**src/mctc_pkg.sv**
```systemverilog
// ============================================================================
// mctc_pkg
// Shared widths, reset values and types of the charge-time counter.
// ============================================================================
package mctc_pkg;

    localparam int CHANNELS_DEF = 12;
    localparam int SENSE_W      = 12;
    localparam int COUNT_W      = 16;
    localparam int CHAN_W       = 4;
    localparam int CYC_W        = 8;

    localparam logic [CYC_W-1:0] CYC_RESET = 8'd255;

    // Outcome of one accepted sample, passed from the control to the output stage.
    typedef struct packed {
        logic drive_high;
        logic report;
    } mctc_evt_t;

endpackage

```
**src/mctc_lane.sv**
```systemverilog
// ============================================================================
// mctc_lane
// One channel's counter, incremented while its pin has not yet crossed.
// ============================================================================
module mctc_lane (
    input  logic                          clk,
    input  logic                          rst_n,
    input  logic                          level,
    input  logic                          phase_high,
    input  logic                          accept,
    input  logic                          clear,
    output logic                          active,
    output logic [mctc_pkg::COUNT_W-1:0]  count
);

    logic [mctc_pkg::COUNT_W-1:0] count_reg;
    logic [mctc_pkg::COUNT_W-1:0] count_next;

    assign active = phase_high ? ~level : level;
    assign count  = count_reg;

    always_comb
    begin
        count_next = count_reg;
        if (accept)
        begin
            if (clear)
            begin
                count_next = '0;
            end
            else
            begin
                count_next = count_reg + {{(mctc_pkg::COUNT_W-1){1'b0}}, active};
            end
        end
    end

    always_ff @(posedge clk or negedge rst_n)
    begin
        if (!rst_n)
        begin
            count_reg <= '0;
        end
        else
        begin
            count_reg <= count_next;
        end
    end

endmodule

```
**src/mctc_ctrl.sv**
```systemverilog
// ============================================================================
// mctc_ctrl
// Drive phase, cycle count and the report decision merged from all lanes.
// ============================================================================
module mctc_ctrl (
    input  logic                         clk,
    input  logic                         rst_n,
    input  logic                         accept,
    input  logic                         all_idle,
    input  logic                         cfg_write,
    input  logic [mctc_pkg::CYC_W-1:0]   cfg_data,
    output logic                         phase_high,
    output mctc_pkg::mctc_evt_t          evt
);

    logic                        drive_reg;
    logic                        drive_next;
    logic [mctc_pkg::CYC_W-1:0]  cycles_done_reg;
    logic [mctc_pkg::CYC_W-1:0]  cycles_done_next;
    logic [mctc_pkg::CYC_W-1:0]  target_reg;
    logic [mctc_pkg::CYC_W-1:0]  target_eff;
    logic [mctc_pkg::CYC_W:0]    done_plus;
    logic                        cycle_end;
    logic                        report;

    assign phase_high = drive_reg;
    assign target_eff = (target_reg == '0) ? {{(mctc_pkg::CYC_W-1){1'b0}}, 1'b1} : target_reg;
    assign done_plus  = {1'b0, cycles_done_reg} + {{mctc_pkg::CYC_W{1'b0}}, 1'b1};
    assign cycle_end  = drive_reg && all_idle;
    assign report     = cycle_end && (done_plus >= {1'b0, target_eff});
    assign drive_next = all_idle ? ~drive_reg : drive_reg;

    assign evt.drive_high = drive_next;
    assign evt.report     = report;

    always_comb
    begin
        cycles_done_next = cycles_done_reg;
        if (cycle_end)
        begin
            cycles_done_next = report ? '0 : done_plus[mctc_pkg::CYC_W-1:0];
        end
    end

    always_ff @(posedge clk or negedge rst_n)
    begin
        if (!rst_n)
        begin
            drive_reg       <= 1'b0;
            cycles_done_reg <= '0;
            target_reg      <= mctc_pkg::CYC_RESET;
        end
        else
        begin
            if (accept)
            begin
                drive_reg       <= drive_next;
                cycles_done_reg <= cycles_done_next;
            end
            if (cfg_write)
            begin
                target_reg <= cfg_data;
            end
        end
    end

endmodule

```
**src/mctc_report.sv**
```systemverilog
// ============================================================================
// mctc_report
// Output word register and report serializer for the captured counts.
// ============================================================================
module mctc_report #(
    parameter int CHANNELS = mctc_pkg::CHANNELS_DEF
) (
    input  logic                                        clk,
    input  logic                                        rst_n,
    input  logic                                        load,
    input  mctc_pkg::mctc_evt_t                         evt,
    input  logic [CHANNELS-1:0][mctc_pkg::COUNT_W-1:0]  counts,
    input  logic                                        out_stall,
    output logic                                        busy,
    output logic                                        out_valid,
    output logic                                        drive_high,
    output logic                                        report,
    output logic [mctc_pkg::CHAN_W-1:0]                 channel,
    output logic [mctc_pkg::COUNT_W-1:0]                count,
    output logic                                        last
);

    localparam logic [mctc_pkg::CHAN_W-1:0] LAST_CH = mctc_pkg::CHAN_W'(CHANNELS - 1);

    logic                                        valid_reg;
    logic                                        drive_reg;
    logic                                        report_reg;
    logic [mctc_pkg::CHAN_W-1:0]                 chan_reg;
    logic [CHANNELS-1:0][mctc_pkg::COUNT_W-1:0]  buf_reg;
    logic                                        pop;

    assign last       = !report_reg || (chan_reg == LAST_CH);
    assign pop        = valid_reg && !out_stall;
    assign busy       = valid_reg && !(pop && last);
    assign out_valid  = valid_reg;
    assign drive_high = drive_reg;
    assign report     = report_reg;
    assign channel    = report_reg ? chan_reg : '0;
    assign count      = report_reg ? buf_reg[0] : '0;

    always_ff @(posedge clk or negedge rst_n)
    begin
        if (!rst_n)
        begin
            valid_reg  <= 1'b0;
            report_reg <= 1'b0;
            chan_reg   <= '0;
            drive_reg  <= 1'b0;
        end
        else if (load)
        begin
            valid_reg  <= 1'b1;
            report_reg <= evt.report;
            chan_reg   <= '0;
            drive_reg  <= evt.drive_high;
        end
        else if (pop)
        begin
            if (last)
            begin
                valid_reg <= 1'b0;
            end
            else
            begin
                chan_reg <= chan_reg + {{(mctc_pkg::CHAN_W-1){1'b0}}, 1'b1};
            end
        end
    end

    always_ff @(posedge clk)
    begin
        if (load && evt.report)
        begin
            buf_reg <= counts;
        end
        else if (pop && !last)
        begin
            for (int i = 0; i < CHANNELS - 1; i++)
            begin
                buf_reg[i] <= buf_reg[i+1];
            end
        end
    end

endmodule

```
**src/multichannel_charge_time_counter_top.sv**
```systemverilog
// ============================================================================
// multichannel_charge_time_counter_top
// Charge-time capacitive sensing over several channels sharing one drive pin.
// ============================================================================
// The block takes one sample of the sense pins per clock while in_stall is low
// and answers each sample with one word giving the new drive level. When the
// configured number of discharge and charge cycles is complete, the sample
// instead yields one word per channel, channel 0 first, with last set on the
// final word, and the counters clear. Those words leave one per clock through a
// shift register while out_stall is low, so a reporting sample holds the input
// until its final word is taken. The configuration port is always ready.
module multichannel_charge_time_counter_top #(
    parameter int CHANNELS = mctc_pkg::CHANNELS_DEF
) (
    input  logic                               clk,
    input  logic                               rst_n,
    input  logic                               in_valid,
    output logic                               in_stall,
    input  logic [mctc_pkg::SENSE_W-1:0]       sense_levels,
    output logic                               out_valid,
    input  logic                               out_stall,
    output logic                               drive_high,
    output logic                               report,
    output logic [mctc_pkg::CHAN_W-1:0]        channel,
    output logic [mctc_pkg::COUNT_W-1:0]       count,
    output logic                               last,
    input  logic                               cfg_valid,
    output logic                               cfg_ready,
    input  logic [mctc_pkg::CYC_W-1:0]         cycles_per_report
);

    logic                                        accept;
    logic                                        phase_high;
    logic [CHANNELS-1:0]                         active;
    logic [CHANNELS-1:0][mctc_pkg::COUNT_W-1:0]  counts;
    mctc_pkg::mctc_evt_t                         evt;

    assign cfg_ready = 1'b1;
    assign accept    = in_valid && !in_stall;

    for (genvar g = 0; g < CHANNELS; g++)
    begin : g_lane
        logic level;
        if (g < mctc_pkg::SENSE_W)
        begin : g_pin
            assign level = sense_levels[g];
        end
        else
        begin : g_nopin
            assign level = 1'b0;
        end

        mctc_lane u_lane (
            .clk        (clk),
            .rst_n      (rst_n),
            .level      (level),
            .phase_high (phase_high),
            .accept     (accept),
            .clear      (evt.report),
            .active     (active[g]),
            .count      (counts[g])
        );
    end

    mctc_ctrl u_ctrl (
        .clk        (clk),
        .rst_n      (rst_n),
        .accept     (accept),
        .all_idle   (active == '0),
        .cfg_write  (cfg_valid && cfg_ready),
        .cfg_data   (cycles_per_report),
        .phase_high (phase_high),
        .evt        (evt)
    );

    mctc_report #(
        .CHANNELS (CHANNELS)
    ) u_report (
        .clk        (clk),
        .rst_n      (rst_n),
        .load       (accept),
        .evt        (evt),
        .counts     (counts),
        .out_stall  (out_stall),
        .busy       (in_stall),
        .out_valid  (out_valid),
        .drive_high (drive_high),
        .report     (report),
        .channel    (channel),
        .count      (count),
        .last       (last)
    );

endmodule

```
**config.mk**
```make
export PLATFORM = sky130hd
export DESIGN_NAME = multichannel_charge_time_counter_top
export DESIGN_NICKNAME = d
export VERILOG_FILES = /design/src/mctc_pkg.sv /design/src/mctc_lane.sv /design/src/mctc_ctrl.sv /design/src/mctc_report.sv /design/src/multichannel_charge_time_counter_top.sv
export SDC_FILE = /design/constraint.sdc
export NUM_CORES = 1
export LEC_CHECK = 0
export ABC_CLOCK_PERIOD_IN_PS = 16600
export BUFFER_PORTS_ARGS = -buffer_cell sky130_fd_sc_hd__buf_2
export CAP_MARGIN = 20
export CORE_MARGIN = 4
export CORE_UTILIZATION = 60
export CTS_CLUSTER_DIAMETER = 60
export DETAILED_ROUTE_END_ITERATION = 8
export PLACE_DENSITY = 0.75
export SETUP_SLACK_MARGIN = 0.1
export SLEW_MARGIN = 20
export SYNTH_ARGS = -nofsm -noshare
export SYNTH_HDL_FRONTEND = slang
export SYNTH_SLANG_ARGS = --single-unit
```
**constraint.sdc**
```tcl
create_clock -name clk -period 16.6 [get_ports clk]
set_input_delay 4.98 -clock clk [delete_from_list [all_inputs] [get_ports clk]]
set_output_delay 4.98 -clock clk [all_outputs]
set_load 0.01 [all_outputs]
```
==> metrics.md <==
| Metric | Value |
|---|---|
| Status | `complete, no violations` |
| GRT met2 Usage | `37.26%` |
| Core Area | `31560 um2` |
| Setup repair bufs after CTS | `0` |
| Initial antenna violation count | `1` |
| Share of cells above drive strength 1 | `9.013%` |
| CP max FO | `12` |
| Psw | `513.2 uW` |
| Fin. Hold Viols | `0` |
| Average cell area after synthesis | `12.24 um2` |
| Hold Crit Class | `register to register` |
| CTS tree | `yes` |
| Antenna Cells | `0` |
| Clock insertion delay at the later pin of the skew report | `roughly 0.53 ns` |
| Fin crit share | `66.08%` |
| R2R Setup Slk | `roughly 11 ns` |
| PD cells | `around 110 nW/um2` |
| Sequential cell area fraction in the yosys report | `58.08%` |
| Final worst slack | `5.630 ns` |
| R2R Path End | `u_report.buf_reg[106]` |
| Leak Pwr | `about 8.2 nW` |
| Post-Synthesis Cells | `around 1600` |
| R2R Path Start | `u_ctrl.cycles_done_reg[0]` |
| Synth warnings | `0` |
| GR Util met3 | `2.576%` |
| Number of global-route vias before repair | `12020` |
| Pin count of the biggest net entering global routing | `83` |
| Power Internal | `1.733 mW` |
| Ports | `51` |
| Routability cong. | `0.7857` |
| Crit path capture | `in_stall` |
| Syn Nets | `1628` |
| DP Worst Slack | `5.617 ns` |
| DR pass1 iterations | `5` |
| Die area | `34940 um2` |
| Tmin final | `about 11 ns` |
| DPL Wire Length | `between 20000 and 25000 um` |
| CTS clock-pin slew for the worst setup and hold paths | `0.05 ns` |
| Final nets | `1658` |
| Cell area after technology mapping | `19210 um2` |
| Final Max Tran Viols | `0` |
| Overflow after GRT | `0` |
| Number of synthesized flops with an enable pin | `192` |
| Worst Path Required | `between 10 and 15 ns` |
| Switching share of power | `22.85%` |
| Cts bufs inserted | `43` |
| GR Layer Usage met1 | `27.34%` |
| WP data arrival | `5.99 ns` |
| Design area | `20940 um2` |
| Reg2Reg Depth | `15` |
| Clk sinks | `407` |
| Seq pwr share | `52.1%` |
| Setup CP Type | `input port to output pin` |
| Final setup fails | `0` |
| GRT busiest layer | `met2` |
| Crit. Startpoint | `out_stall` |
| Die height | `186.9 um` |
| Vias | `11770` |
| Root buf cell | `clkbuf_16` |
| Initial core utilization | `60.86%` |
| FF+latch count, synth | `407` |
| Commonest cells after routing, fill and taps aside | `dfrtp_1, nor2_1, edfxtp_1, mux2_1, nand2_1` |
| Post-CTS sizing | `0` |
| Setup_tns | `0 ns` |
| Combinational power share | `5.8%` |
| Max-cap violations | `0` |
| Startpoint Class | `input port` |
| Clock power share | `42.1%` |
| Iteration-0 DRC Markers | `767` |
| DRT antenna net count | `0` |
| First-pass GRT wire length | `between 60000 and 70000 um` |
| RSZ-0062 raised after global routing | `no` |
| Main synth FF type | `dfrtp_1` |
| Fmax | `91.16 MHz` |
| Worst-margin pin slew | `1.049 ns` |
| Crit end category | `output pin` |
| Filler cell count | `2301` |
| Area grow syn2layout | `9.049%` |
| Horiz. Die Dim | `186.9 um` |
| Tot GR Track Use | `21.01%` |
| Synth cell types | `53` |
| H-tree depth | `2` |
| DP Area | `around 20000 um2` |
| VDD IR max | `0.08322 mV` |
| DR WL/cell | `18.06 um` |
| Ys async rst share | `52.83%` |
| Post-route DRC | `0` |
| Slew HR | `29.64%` |
| Commonest non-fill, non-tap cell in the layout | `dfrtp_1` |
| Row cnt | `65` |
| WL final | `36710 um` |
| Clock Path Buffers | `3` |
| Clk_skew | `~0.017 ns` |
| Port bufs | `49` |
| CTS Hold Bufs | `0` |
| Detail-routed via count per cell | `5.788` |
power groups by stage:
stage	clock (mW)	sequential (mW)	combinational [mW]
detailed placement	0	1.19	0.131
global placement	0	1.18	0.125
global route	1.01	1.18	0.152
finish	0.945	1.17	0.131
floorplan	0	1.17	0.0934
CTS	0.965	1.17	0.133
cell usage after synthesis (all sizes together) (3+ instances only):
master / n / area [um2]
dfrtp: 207 / 5180
nor2: 199 / 747.0
edfxtp: 192 / 5766
mux2: 177 / 1993
nand2: 117 / 439.2
xor2: 107 / 937.2
xnor2: 77 / 674.4
nand4: 65 / 412.9
nand3: 59 / 295.3
buf: 52 / 484.2
ha: 34 / 425.4
a21oi: 33 / 168.9
inv: 31 / 116.4
and3: 26 / 162.7
and2: 25 / 156.4
clkbuf: 25 / 93.84
nor3: 25 / 125.1
o21ai: 19 / 95.09
nor4: 17 / 106.4
and4: 15 / 131.4
dfstp: 8 / 210.2
a211oi: 7 / 57.55
mux2i: 7 / 70.07
or3: 6 / 37.54
o2111ai: 5 / 43.79
o211ai: 5 / 37.54
or4: 5 / 37.54
nor3b: 3 / 22.52
or2: 3 / 18.77
critical path, stage by stage:
cell and delay, ns:
buf_2 0.13, and4bb_2 0.54, nor2_1 0.16, buf_2 0.18
layout make-up:
class                   count  area [um2]  area share (%)
flip-flops and latches    407       11160           53.26
multi-input cells        1054        7393           35.30
clock buffers              69        1284           6.129
well taps                 402       503.0           2.402
repair buffers             62       372.9           1.780
clock inverters             8       118.9          0.5675
inverters                  31       116.4          0.5556
layer usage:
| metal | routed length, um | part of all wire, % | vias up |
|---|---|---|---|
| li1 | - | - | 5604 |
| met4 | 958 | 2.6 | 2 |
| met3 | 998 | 2.7 | 77 |
| met2 | 19030 | 52 | 187 |
| met1 | 15720 | 43 | 5896 |
| met5 | 10 | 0.027 | - |
kinds of logic after synthesis:
kind of cell | Yosys count | synth area share [%]
other | 1 | 0.01953
AND/OR/NAND/NOR | 569 | 14.21
multiplexers | 184 | 10.74
buffers and inverters | 108 | 3.616
XOR/XNOR | 184 | 8.391
flip-flops | 407 | 58.08
adder cells (fa/ha/maj) | 34 | 2.215
AO/OA/AOI/OAI | 82 | 2.723
worst min-delay path by stage:
stage                           startpoint               endpoint  depth (start not counted)
2_1_floorplan  g_lane[11].u_lane.count[15]  u_report.buf_reg[191]                          0
3_3_place_gp   g_lane[11].u_lane.count[15]  u_report.buf_reg[191]                          0
3_5_place_dp   g_lane[11].u_lane.count[15]  u_report.buf_reg[191]                          0
4_1_cts        g_lane[11].u_lane.count[15]  u_report.buf_reg[191]                          0
5_1_grt        g_lane[11].u_lane.count[15]  u_report.buf_reg[191]                          0
6_report       g_lane[11].u_lane.count[15]  u_report.buf_reg[191]                          0
stage by stage:
stage               total power, mW  instances  util, %  hold slack, ns
floorplan                     1.262       1569        -          0.4457
global placement              1.308       1955    61.84          0.4565
detailed placement            1.319       1955    61.84          0.4682
CTS                           2.266       2032    66.28          0.4801
global route                  2.342       2033    66.37          0.4900
finish                        2.246       2033    66.37          0.4812
Note: power is estimated with default switching activity, not from simulation.
